<file path="src/sv/ptwa_pkg.sv">
// ----------------------------------------------------------------------------
// ptwa_pkg
// Shared constants, datapath operation codes and the command and status
// structs passed between the page table walker controller and datapath.
// ----------------------------------------------------------------------------
package ptwa_pkg;

  // geometry
  localparam int OFFSET_BITS  = 4;
  localparam int VIRTUAL_BITS = 16;
  localparam int FRAME_COUNT  = 64;
  localparam int LEVELS       = 3;
  localparam int WORD_BITS    = 32;

  localparam int PG_WORDS     = 1 << OFFSET_BITS;
  localparam int PAGE_BITS    = VIRTUAL_BITS - OFFSET_BITS;
  localparam int PAGE_COUNT   = 1 << PAGE_BITS;
  localparam int FRAME_BITS   = $clog2(FRAME_COUNT);
  localparam int PHYS_AW      = FRAME_BITS + OFFSET_BITS;
  localparam int SWAP_AW      = VIRTUAL_BITS;
  localparam int DEPTH_BITS   = (LEVELS > 1) ? $clog2(LEVELS) : 1;
  localparam int DIST_BITS    = PAGE_BITS + 1;
  localparam int CNT_BITS     = OFFSET_BITS + 1;

  // datapath operation codes
  localparam logic [4:0] OP_IDLE      = 5'd0;
  localparam logic [4:0] OP_CLEAR     = 5'd1;
  localparam logic [4:0] OP_LOAD      = 5'd2;
  localparam logic [4:0] OP_WALK_INIT = 5'd3;
  localparam logic [4:0] OP_WALK_RD   = 5'd4;
  localparam logic [4:0] OP_WALK_CHK  = 5'd5;
  localparam logic [4:0] OP_SCAN_INIT = 5'd6;
  localparam logic [4:0] OP_SCAN_RD   = 5'd7;
  localparam logic [4:0] OP_SCAN_CHK  = 5'd8;
  localparam logic [4:0] OP_SCAN_NEXT = 5'd9;
  localparam logic [4:0] OP_PICK      = 5'd10;
  localparam logic [4:0] OP_EVICT     = 5'd11;
  localparam logic [4:0] OP_UNLINK    = 5'd12;
  localparam logic [4:0] OP_ZERO      = 5'd13;
  localparam logic [4:0] OP_LINK      = 5'd14;
  localparam logic [4:0] OP_FILL      = 5'd15;
  localparam logic [4:0] OP_ACCESS    = 5'd16;
  localparam logic [4:0] OP_RESULT    = 5'd17;

  typedef struct packed {
    logic [4:0] op;
  } dp_cmd_t;

  typedef struct packed {
    logic va_bad;
    logic walk_zero;
    logic walk_last;
    logic fresh;
    logic scan_push;
    logic scan_more;
    logic scan_done;
    logic need_evict;
    logic copy_done;
    logic zero_done;
    logic clr_done;
  } dp_status_t;

endpackage

</file>
<file path="src/sv/ptwa_ctrl.sv">
// ----------------------------------------------------------------------------
// ptwa_ctrl
// Controller: sequences the clearing pass, table walk, depth-first scan,
// frame allocation, page copies and the result handshake.
// ----------------------------------------------------------------------------
module ptwa_ctrl (
  input  logic                 clk,
  input  logic                 rst_n,
  input  logic                 in_valid,
  output logic                 in_ready,
  output logic                 out_valid,
  input  logic                 out_ready,
  input  ptwa_pkg::dp_status_t status,
  output ptwa_pkg::dp_cmd_t    cmd
);
  import ptwa_pkg::*;

  localparam logic [4:0] S_CLEAR = 5'd0;
  localparam logic [4:0] S_IDLE  = 5'd1;
  localparam logic [4:0] S_CHECK = 5'd2;
  localparam logic [4:0] S_WRD   = 5'd3;
  localparam logic [4:0] S_WCHK  = 5'd4;
  localparam logic [4:0] S_SINIT = 5'd5;
  localparam logic [4:0] S_SRD   = 5'd6;
  localparam logic [4:0] S_SCHK  = 5'd7;
  localparam logic [4:0] S_SNEXT = 5'd8;
  localparam logic [4:0] S_PICK  = 5'd9;
  localparam logic [4:0] S_EVICT = 5'd10;
  localparam logic [4:0] S_UNLV  = 5'd11;
  localparam logic [4:0] S_ZERO  = 5'd12;
  localparam logic [4:0] S_LINK  = 5'd13;
  localparam logic [4:0] S_FILL  = 5'd14;
  localparam logic [4:0] S_ACC   = 5'd15;
  localparam logic [4:0] S_RES   = 5'd16;

  logic [4:0] state_r, state_nxt;
  logic       out_valid_r, out_valid_nxt;
  logic       load_res;

  // next state and datapath command
  always_comb begin
    state_nxt = state_r;
    cmd.op    = OP_IDLE;
    in_ready  = 1'b0;
    load_res  = 1'b0;
    unique case (state_r)
      S_CLEAR: begin
        cmd.op = OP_CLEAR;
        if (status.clr_done) begin
          state_nxt = S_IDLE;
        end
      end
      S_IDLE: begin
        in_ready = 1'b1;
        if (in_valid) begin
          cmd.op    = OP_LOAD;
          state_nxt = S_CHECK;
        end
      end
      S_CHECK: begin
        if (status.va_bad) begin
          state_nxt = S_RES;
        end else begin
          cmd.op    = OP_WALK_INIT;
          state_nxt = S_WRD;
        end
      end
      S_WRD: begin
        cmd.op    = OP_WALK_RD;
        state_nxt = S_WCHK;
      end
      S_WCHK: begin
        cmd.op = OP_WALK_CHK;
        if (status.walk_zero) begin
          state_nxt = S_SINIT;
        end else if (status.walk_last) begin
          state_nxt = status.fresh ? S_FILL : S_ACC;
        end else begin
          state_nxt = S_WRD;
        end
      end
      S_SINIT: begin
        cmd.op    = OP_SCAN_INIT;
        state_nxt = S_SRD;
      end
      S_SRD: begin
        cmd.op    = OP_SCAN_RD;
        state_nxt = S_SCHK;
      end
      S_SCHK: begin
        cmd.op    = OP_SCAN_CHK;
        state_nxt = status.scan_push ? S_SRD : S_SNEXT;
      end
      S_SNEXT: begin
        cmd.op = OP_SCAN_NEXT;
        if (status.scan_done) begin
          state_nxt = S_PICK;
        end else if (status.scan_more) begin
          state_nxt = S_SRD;
        end
      end
      S_PICK: begin
        cmd.op = OP_PICK;
        if (status.need_evict) begin
          state_nxt = S_EVICT;
        end else begin
          state_nxt = status.walk_last ? S_LINK : S_ZERO;
        end
      end
      S_EVICT: begin
        cmd.op = OP_EVICT;
        if (status.copy_done) begin
          state_nxt = S_UNLV;
        end
      end
      S_UNLV: begin
        cmd.op    = OP_UNLINK;
        state_nxt = status.walk_last ? S_LINK : S_ZERO;
      end
      S_ZERO: begin
        cmd.op = OP_ZERO;
        if (status.zero_done) begin
          state_nxt = S_LINK;
        end
      end
      S_LINK: begin
        cmd.op    = OP_LINK;
        state_nxt = status.walk_last ? S_FILL : S_WRD;
      end
      S_FILL: begin
        cmd.op = OP_FILL;
        if (status.copy_done) begin
          state_nxt = S_ACC;
        end
      end
      S_ACC: begin
        cmd.op    = OP_ACCESS;
        state_nxt = S_RES;
      end
      S_RES: begin
        if (!out_valid_r || out_ready) begin
          cmd.op    = OP_RESULT;
          load_res  = 1'b1;
          state_nxt = S_IDLE;
        end
      end
      default: state_nxt = S_CLEAR;
    endcase
  end

  // output valid
  always_comb begin
    if (load_res) begin
      out_valid_nxt = 1'b1;
    end else if (out_ready) begin
      out_valid_nxt = 1'b0;
    end else begin
      out_valid_nxt = out_valid_r;
    end
  end

  always_ff @(posedge clk) begin
    if (!rst_n) begin
      state_r     <= S_CLEAR;
      out_valid_r <= 1'b0;
    end else begin
      state_r     <= state_nxt;
      out_valid_r <= out_valid_nxt;
    end
  end

  assign out_valid = out_valid_r;

endmodule

</file>
<file path="config.mk">
export PLATFORM = sky130hd
export DESIGN_NAME = ptwa_ctrl
export DESIGN_NICKNAME = d
export VERILOG_FILES = /design/src/sv/ptwa_pkg.sv /design/src/sv/ptwa_ctrl.sv
export SDC_FILE = /design/constraint.sdc
export NUM_CORES = 1
export LEC_CHECK = 0
export ABC_AREA = 1
export BUFFER_PORTS_ARGS = -buffer_cell sky130_fd_sc_hd__buf_2
export CAP_MARGIN = 20
export CORE_UTILIZATION = 53
export CTS_BUF_LIST = sky130_fd_sc_hd__clkbuf_4
export DETAILED_ROUTE_END_ITERATION = 7
export PLACE_DENSITY = 0.9
export SKIP_LAST_GASP = 1
export SYNTH_ARGS = -nofsm -noshare
export SYNTH_HDL_FRONTEND = slang
export SYNTH_SLANG_ARGS = --single-unit
</file>
<file path="constraint.sdc">
create_clock -name clk -period 1.93 [get_ports clk]
set_clock_uncertainty 0.15 [all_clocks]
set_input_delay 0.0965 -clock clk [delete_from_list [all_inputs] [get_ports clk]]
set_output_delay 0.0965 -clock clk [all_outputs]
set_load 0.02 [all_outputs]
</file>
==> results of run 1 <==
-- path summary, 6_finish.rpt --
| kind | start | to | slack, ns | depth (start not counted) |
|---|---|---|---|---|
| worst max-delay path | state_r[0]$_SDFFE_PN0P_ | cmd[3] | 0.03 | 8 |
| worst min-delay path | in_valid | state_r[0]$_SDFFE_PN0P_ | 0.01 | 4 |
| worst max register to register | state_r[0]$_SDFFE_PN0P_ | state_r[2]$_SDFFE_PN0P_ | 0.31 | 7 |
| worst min register to register | state_r[3]$_SDFFE_PN0P_ | state_r[3]$_SDFFE_PN0P_ | 0.41 | 2 |
-- cells by family (layout without fill, tap and decap cells) --
kind of cell           count (synthesis)  in the layout  share of synthesized area, %
buffers and inverters                 22             47                          11.0
AOI/OAI and AO/OA                     13             13                          10.2
and+or+nand+nor                      105            105                          64.0
DFF                                    6              6                          14.8
-- power breakdown --
group          switching [mW]  internal (mW)  leakage [nW]
combinational           0.311          0.142         0.504
clock                  0.0503         0.0707        0.0138
sequential             0.0324          0.145        0.0510
total                   0.393          0.358         0.568
-- per-layer routing --
metal / part of all wire, % / up-vias / track usage (%)
met5: 0 / - / 0
met3: 9.8 / 12 / 3.80
met4: 3.6 / 0 / 17.5
met1: 39 / 460 / 38.6
li1: - / 526 / -
met2: 47 / 75 / 55.5
-- critical path: cells and delay by family, from the launching register on --
kind	cells	cell delay (ns)
AND/OR/NAND/NOR	3	0.40
buffers and inverters	3	0.48
AO/OA/AOI/OAI	2	0.16
flip-flops	1	0.34
-- stage by stage --
step                      setup slack [ns]  TNS (ns)  cell area (um^2)  total power [mW]  hold slack (ns)
after detailed placement             0.154         0               926             0.595            0.168
after CTS                           0.0165         0               970             0.727           0.0144
after global placement               0.270         0               926             0.587            0.142
after floorplan                      0.184         0               810             0.482           0.0441
final                               0.0321         0               985             0.751           0.0107
after global routing               -0.0331   -0.0427               985             0.805           0.0297
-- repair_timing --
action	in CTS	in global routing
resized for setup	1	7
endpoints found under the setup margin	1	2
pin swaps	0	0
buffers inserted	0	0
endpoints found under the hold margin	2	0
hold buffers	2	0
-- state kept, by name, summed over array words and instances, names as in the netlist --
register and cells:
out_valid 1, state_r 5
-- cell type report --
type / instances / area (um^2)
sequential: 6 / 126
inverter: 21 / 81.3
tap: 15 / 18.8
fill: 128 / 382
clock buffer: 3 / 22.5
multi-input combinational: 118 / 611
timing repair buffer: 23 / 125
-- layout by cell type (no fill, tap or decap), types with 2 or more instances in the layout --
cell type      count
nor2_1            19
a21oi_1            6
dlygate4sd3_1      2
nand3_1           14
clkbuf_4           3
nand4_1            4
nand3_2            5
o21ai_0            3
nor2_4             2
nand3b_1           2
inv_2              3
nor2_2             6
buf_2             21
dfxtp_2            5
nand2_1           49
inv_1             17
==> run metrics, run 1 <==
run status=finished clean; MaxCap Viol Count=0; drc violations=0; final RePlAce weighted congestion=between 1 and 1.5; Placed Cells=between 150 and 200; area leader, netlist=nand2_1; Core ar.=between 1000 and 1500 um^2; DR vias/cell=approximately 5.8; Clock Tree Buf Depth=2; Slowest cell on crit path=dfxtp_2; WL/cell=about 13 um; Overflow after GRT=0; Max IR drop VDD=0.579 mV; Routed Antenna Nets=0; share of post-route cells with drive strength above 1=just under 30%; vias in the first global route=between 800 and 900; I/O pin count=22; insertion delay to the later sink of the worst-skew pair=~0.25 ns; crit path cell chain=inv_1 -> nand2_1 -> nor2_2 -> inv_1 -> nand2_1 -> a21oi_1 -> o311ai_0 -> buf_2; yosys warns=0; power density of the placed cells=approximately 760 nW/um^2; Final setup viols=0; count leader, synth=nand2_1; Syn-to-layout area delta=21.6%; CTS tree=yes; Max FO, Critical Path=5; kind of critical path=register to primary output; CTS Buf Count=3; Arr. time, crit path=approximately 1.7 ns; all-layer global routing usage=32.4%; Leak Pwr=roughly 0.57 nW; global-route wire length before repair=~3.5 mm; Via Count=1073; drt first pass iters=5; mapped cell area=~800 um^2; Root Driver=clkbuf_4; Req. time, crit path=approximately 1.7 ns; Max Freq=between 500 and 600 MHz; # diodes=0; Tmin final=roughly 1.9 ns; Yosys reg bits=6; Slew HR=between 70 and 80%; Avg Cell Area, Syn=approximately 5.5 um^2; largest cells by area after synthesis=nand2_1 23%, dfxtp_1 15%, nor2_1 9.7%, nand3_1 8.7%, inv_1 7.9%; Final #Nets=between 150 and 200; Synth Instances=around 150; Worst Hold Class=input pin to register; CP Capture Type=primary output; PortBufs=21; Mapped Nets=approximately 160; Top FF cell, synth=dfxtp_1; DR iter-0 viols=just over 70; Post-synth EDFFs=0; die height=about 41 um; htree depth=1; Sink Count=6; fin cells=roughly 190; placement row count=13; Slew Viols, Final=0; initial antenna violation count=0; Final period util=a little over nine tenths; final core occ=about 70%; clock slew at reported path FFs=roughly 0.05 ns; critical path's largest stage delay=~0.34 ns; largest net degree at the start of global routing=10; asr flop ratio synth=0%; Startpoint Class=register; Yosys cell types=23; Die Width=about 41 um; post-synth top area share=around 23%; Initial Utilization=between 50% and 60%; Worst-Margin Slew=approximately 0.37 ns; die area=roughly 1700 um^2; sequential element share of the synthesized area=about 15%; hpwl dp=between 1.5 and 2 mm; Hold Vio Cnt, Final=0; final WL=around 2.5 mm; synth cell count leaders=49 x nand2_1, 21 x nor2_1, 17 x inv_1
Power figures use the tool's default switching activity.
==> run 2: changes to the inputs <==
--- a/config.mk
+++ b/config.mk
@@ -11,7 +11,7 @@
 export CORE_UTILIZATION = 53
 export CTS_BUF_LIST = sky130_fd_sc_hd__clkbuf_4
 export DETAILED_ROUTE_END_ITERATION = 7
-export PLACE_DENSITY = 0.9
+export PLACE_DENSITY = 0.86
 export SKIP_LAST_GASP = 1
 export SYNTH_ARGS = -nofsm -noshare
 export SYNTH_HDL_FRONTEND = slang
==> run metrics, run 2 (synthesis results as in run 1) <==
CTS tree=yes; hold slack=0.0210 ns (+0.0103 ns); area occupied by multi-input gates=616 um^2 (+0.82%); Routed Antenna Nets=0 (unchanged); Sink Count=6 (unchanged); CP Capture Type=primary output; vias in the first global route=891 (+2.1%); Arr. time, crit path=1.60 ns (-0.05 ns); Root Driver=clkbuf_4; drt first pass iters=4 (-1); insertion delay to the later sink of the worst-skew pair=0.25 ns (about the same); Largest register FFs=5 (unchanged); Power, Total=0.737 mW (-1.8%); drc violations=0 (unchanged); Final period util=95.6% (-2.8 points); htree depth=1 (unchanged); Final setup viols=0 (unchanged); Max IR drop VDD=0.532 mV (-8.2%); Startpoint Class=register; Reg-to-Reg End=state_r[0]$_SDFFE_PN0P_; Hold Vio Cnt, Final=0 (unchanged); Slowest cell on crit path=dfxtp_1; Core ar.=1370 um^2 (unchanged); Via Count=1008 (-6.1%); WL/cell=12.1 um (-8.8%); final RePlAce weighted congestion=0.980 (-4.0%); register with the most flip-flops=state_r; Req. time, crit path=1.68 ns (about the same); sequential cell area=124 um^2 (-2.0%); die height=41.1 um (unchanged); final WL=2.26 mm (-8.8%); unrepaired setup endpoints after global routing=no; die area=1690 um^2 (unchanged); hold path start=in_valid; crit path cell chain=inv_1 -> nand2_1 -> nor2_2 -> inv_1 -> nand2_1 -> a21oi_1 -> o311ai_0 -> buf_2; setup TNS=0 ns (unchanged); Max Freq=542 MHz (+2.9%); placement row count=13 (unchanged); hold path cells=4 (unchanged); Die Width=41.1 um (unchanged); Slew Viols, Final=0 (unchanged); hpwl dp=1.79 mm (-1.5%); Leak Pwr=0.568 nW (about the same); most frequent cells in the layout=49 x nand2_1, 21 x buf_2, 19 x nor2_1, 17 x inv_1, 13 x nand3_1; clock slew at reported path FFs=0.05 ns (about the same); I/O pin count=22 (unchanged); DR iter-0 viols=66 (-7.0%); WHS Endpoint=state_r[0]$_SDFFE_PN0P_; CTS Buf Count=3 (unchanged); Final #Nets=188 (unchanged); Slew HR=79.5% (+4.6 points); kind of critical path=register to primary output; MaxCap Viol Count=0 (unchanged); commonest non-fill, non-tap cell in the layout=nand2_1; Syn-to-layout area delta=21.9%; Initial Utilization=59.2% (unchanged); FF-to-FF path depth=9 (+2); Tmin final=1.84 ns (-0.0534 ns); # diodes=0 (unchanged); share of post-route cells with drive strength above 1=28.7% (-0.58 points); largest net degree at the start of global routing=10 (unchanged); Worst-Margin Slew=0.308 ns (-0.0644 ns); power density of the placed cells=747 nW/um^2 (-2.1%); initial antenna violation count=0 (unchanged); PortBufs=21 (unchanged); Max FO, Critical Path=6 (+1); filler cell count=125 (-2.3%); final core occ=72.3% (+0.18 points); global-route wire length before repair=3.53 mm (-0.20%); run status=finished clean; Worst Hold Class=input pin to register; critical path's largest stage delay=0.44 ns (+0.10 ns); all-layer global routing usage=31.7% (-0.67 points); DR vias/cell=5.42 (-6.1%); setup slack, reg-to-reg=0.34 ns (+0.03 ns); Clock Tree Buf Depth=2 (unchanged); R2R Path Start=state_r[0]$_SDFFE_PN0P_; Overflow after GRT=0 (unchanged)
==> run 2: cell count changes in the layout (fill, tap and decap cells not counted) <==
cell / previous run / this run
nand3_1: 14 / 13
dfxtp_1: 1 / 3
dfxtp_2: 5 / 3
nand3_2: 5 / 6
==> run 2: through the flow <==
stage	worst slack, ns	cell area (um^2)	instances
finish	0.0855	987	186
global route	0.0137	987	186
global placement	0.273	926	181
floorplan	0.184	810	146
detailed placement	0.191	926	181
CTS	0.0120	970	186
==> run 2: power breakdown <==
| part | internal, mW | total [mW] | switching [mW] | leakage [nW] |
|---|---|---|---|---|
| sequential | 0.142 | 0.172 | 0.0304 | 0.0502 |
| clock | 0.0707 | 0.122 | 0.0512 | 0.0138 |
| combinational | 0.142 | 0.443 | 0.301 | 0.504 |
==> run 2: timing repair <==
action / in CTS / in global routing
buffers inserted: 0 / 0
resized for setup: 1 / 6
hold buffers: 2 / 0
cloned: 0 / 0
setup endpoints to repair: 1 / 2
endpoints found under the hold margin: 2 / 0
==> run 2: metal layers <==
layer	up-vias	wire, um	share of wire (%)	track usage, %
met5	-	0	0	0
met4	0	14	0.62	10.0
met3	2	152	6.7	3.26
met2	47	1030	46	55.1
met1	436	1060	47	40.2
li1	523	-	-	-
==> run 2: layout make-up <==
class | count | share of cell area, %
clock buffer | 3 | 2.28
timing repair buffer | 23 | 12.7
sequential | 6 | 12.5
multi-input combinational | 118 | 62.4
inverter | 21 | 8.24
tap | 15 | 1.90
==> run 2: worst max path at each step <==
stage | startpoint | end | slack [ns] | cells after the start
2_1_floorplan | state_r[0]$_SDFFE_PN0P_ | cmd[3] | 0.18 | 3
3_3_place_gp | state_r[0]$_SDFFE_PN0P_ | state_r[1]$_SDFFE_PN0P_ | 0.27 | 9
3_5_place_dp | state_r[2]$_SDFFE_PN0P_ | cmd[3] | 0.19 | 7
4_1_cts | state_r[0]$_SDFFE_PN0P_ | cmd[0] | 0.01 | 8
5_1_grt | state_r[0]$_SDFFE_PN0P_ | cmd[0] | 0.01 | 8
6_report | state_r[1]$_SDFFE_PN0P_ | cmd[3] | 0.09 | 8
==> run 2: critical path: cells and delay by family, from the launching register on <==
family / cells / cell delay [ns]
DFF: 1 / 0.44
buffers and inverters: 3 / 0.39
and+or+nand+nor: 3 / 0.29
AOI/OAI and AO/OA: 2 / 0.22
==> run 3: changes to the inputs <==
--- a/config.mk
+++ b/config.mk
@@ -11,7 +11,7 @@
 export CORE_UTILIZATION = 53
 export CTS_BUF_LIST = sky130_fd_sc_hd__clkbuf_4
 export DETAILED_ROUTE_END_ITERATION = 7
-export PLACE_DENSITY = 0.86
+export PLACE_DENSITY = 0.85
 export SKIP_LAST_GASP = 1
 export SYNTH_ARGS = -nofsm -noshare
 export SYNTH_HDL_FRONTEND = slang
==> run metrics, run 3 (synthesis results as in run 1) <==
run status=finished clean; unrepaired setup endpoints after global routing=yes; die area=1690 um^2 (unchanged); Max Freq=548 MHz (+1.1%); Initial Utilization=59.2% (unchanged); final worst slack=0.106 ns (+0.0202 ns); Startpoint Class=register; Seq pwr share=24.1% (+0.7 points); final WL=2.28 mm (+1.2%); Die Width=41.1 um (unchanged); share of post-route cells with drive strength above 1=28.7% (unchanged); largest net degree at the start of global routing=10 (unchanged); setup TNS=0 ns (unchanged); register with the most flip-flops=state_r; clock slew at reported path FFs=0.04 ns (about the same); R2R Path Start=state_r[0]$_SDFFE_PN0P_; die height=41.1 um (unchanged); Slew Viols, Final=0 (unchanged); Hold Vio Cnt, Final=0 (unchanged); I/O pin count=22 (unchanged); DR iter-0 viols=40 (-39%); Post-Route M1 WL=939 um (-11%); Net Sw Power=0.373 mW (-2.5%); drc violations=0 (unchanged); power density of the placed cells=741 nW/um^2 (-0.82%); DR top layer=met4; hold slack=0.0421 ns (+0.0210 ns); CP Capture Type=primary output; filler cell count=131 (+4.8%); WL/cell=12.3 um (+1.2%); DR vias/cell=5.61 (+3.5%); setup bufs post-CTS=0 (unchanged); hpwl dp=1.90 mm (+6.1%); final RePlAce weighted congestion=1.05 (+6.9%); drt first pass iters=4 (unchanged); sequential cell area=125 um^2 (+1.0%); Final period util=94.5% (-1.0 points); Clock Tree Buf Depth=2 (unchanged); Req. time, crit path=1.68 ns (about the same); internal power=0.355 mW (+0.18%); FF-to-FF path depth=8 (-1); CTS Buf Count=3 (unchanged); placement row count=13 (unchanged); # diodes=0 (unchanged); Overflow after GRT=0 (unchanged); insertion delay to the later sink of the worst-skew pair=0.24 ns (about the same); initial antenna violation count=0 (unchanged); MaxCap Viol Count=0 (unchanged); PortBufs=21 (unchanged); combinational power share=60.3% (+0.2 points); Tmin final=1.82 ns (-0.0202 ns); Final #Nets=188 (unchanged); Largest register FFs=5 (unchanged); Via Count=1043 (+3.5%); Leak Pwr=0.568 nW (about the same); switching share of power=51.3% (-0.67 points); Worst-Margin Slew=0.281 ns (-0.0270 ns); Syn-to-layout area delta=21.5%; area occupied by multi-input gates=611 um^2 (-0.81%); met3 wire length=220 um (+45%); hold path cells=4 (unchanged); all-layer global routing usage=31.7% (-0.076 points); htree depth=1 (unchanged); Max FO, Critical Path=5 (-1); setup slack, reg-to-reg=0.35 ns (about the same); hold path start=out_ready; Power, Total=0.728 mW (-1.2%); WHS Endpoint=out_valid$_SDFFE_PN0P_; kind of critical path=register to primary output; commonest non-fill, non-tap cell in the layout=nand2_1; Root Driver=clkbuf_4; most frequent cells in the layout=49 x nand2_1, 21 x buf_2, 19 x nor2_1, 17 x inv_1, 14 x nand3_1; Arr. time, crit path=1.58 ns (-0.02 ns); Worst Hold Class=input pin to register; Final setup viols=0 (unchanged); Max IR drop VDD=0.431 mV (-19%); met2 wire length=1.08 mm (+4.5%); final core occ=72.0% (-0.27 points); Clock power frac=15.5% (-1.0 points); vias in the first global route=906 (+1.7%); Reg-to-Reg End=state_r[0]$_SDFFE_PN0P_; Sink Count=6 (unchanged); Slew HR=81.3% (+1.8 points); Routed Antenna Nets=0 (unchanged); global-route wire length before repair=3.55 mm (+0.40%); CTS tree=yes; Core ar.=1370 um^2 (unchanged); Place WS=0.168 ns (-0.0229 ns)
run 3: cell counts in the layout (fill, tap and decap cells not counted):
Identical to the previous run, type by type.
run 3: power by group through the flow:
stage	Sequential, mW	Clock (mW)	Combinational, mW
finish	0.176	0.113	0.439
global route	0.178	0.129	0.480
CTS	0.173	0.118	0.428
detailed placement	0.175	0	0.422
global placement	0.172	0	0.416
floorplan	0.165	0	0.317
run 3: worst max-delay path, stage by stage (launching register included):
cell	delay [ns]
dfxtp_1	0.42
inv_1	0.13
nand2_1	0.13
nor2_2	0.07
inv_1	0.10
nand2_1	0.08
a21oi_1	0.11
o311ai_0	0.12
buf_2	0.18
run 3: cell type report:
| cell class | instances | area share, % |
|---|---|---|
| inverter | 21 | 8.27 |
| sequential | 6 | 12.7 |
| timing repair buffer | 23 | 12.7 |
| multi-input combinational | 118 | 62.1 |
| tap | 15 | 1.91 |
| clock buffer | 3 | 2.29 |
run 3: timing repair:
item / in CTS / in global routing
endpoints found under the hold margin: 2 / 0
resized for setup: 1 / 6
hold buffers: 2 / 0
endpoints found under the setup margin: 1 / 3
pin swaps: 0 / 0
run 3: worst max path at each step:
stage	endpoint	cells past startpoint	slack [ns]	from
5_1_grt	cmd[3]	8	-0.002	state_r[0]$_SDFFE_PN0P_
3_5_place_dp	cmd[3]	7	0.17	state_r[2]$_SDFFE_PN0P_
2_1_floorplan	cmd[3]	3	0.18	state_r[0]$_SDFFE_PN0P_
4_1_cts	cmd[3]	8	0.02	state_r[4]$_SDFFE_PN0P_
6_report	cmd[3]	8	0.11	state_r[0]$_SDFFE_PN0P_
3_3_place_gp	cmd[3]	7	0.20	state_r[2]$_SDFFE_PN0P_
run 3: metal layers:
layer  GRT usage [%]  vias to the layer above
li1                -                      521
met1            37.4                      461
met2            52.3                       53
met3            12.0                        8
met4            9.17                        0
met5               0                        -
run 3: metrics by stage:
stage	std cells	cell area [um^2]
2_1_floorplan	146	810
3_3_place_gp	181	926
3_5_place_dp	181	926
4_1_cts	186	970
5_1_grt	186	983
6_report	186	983
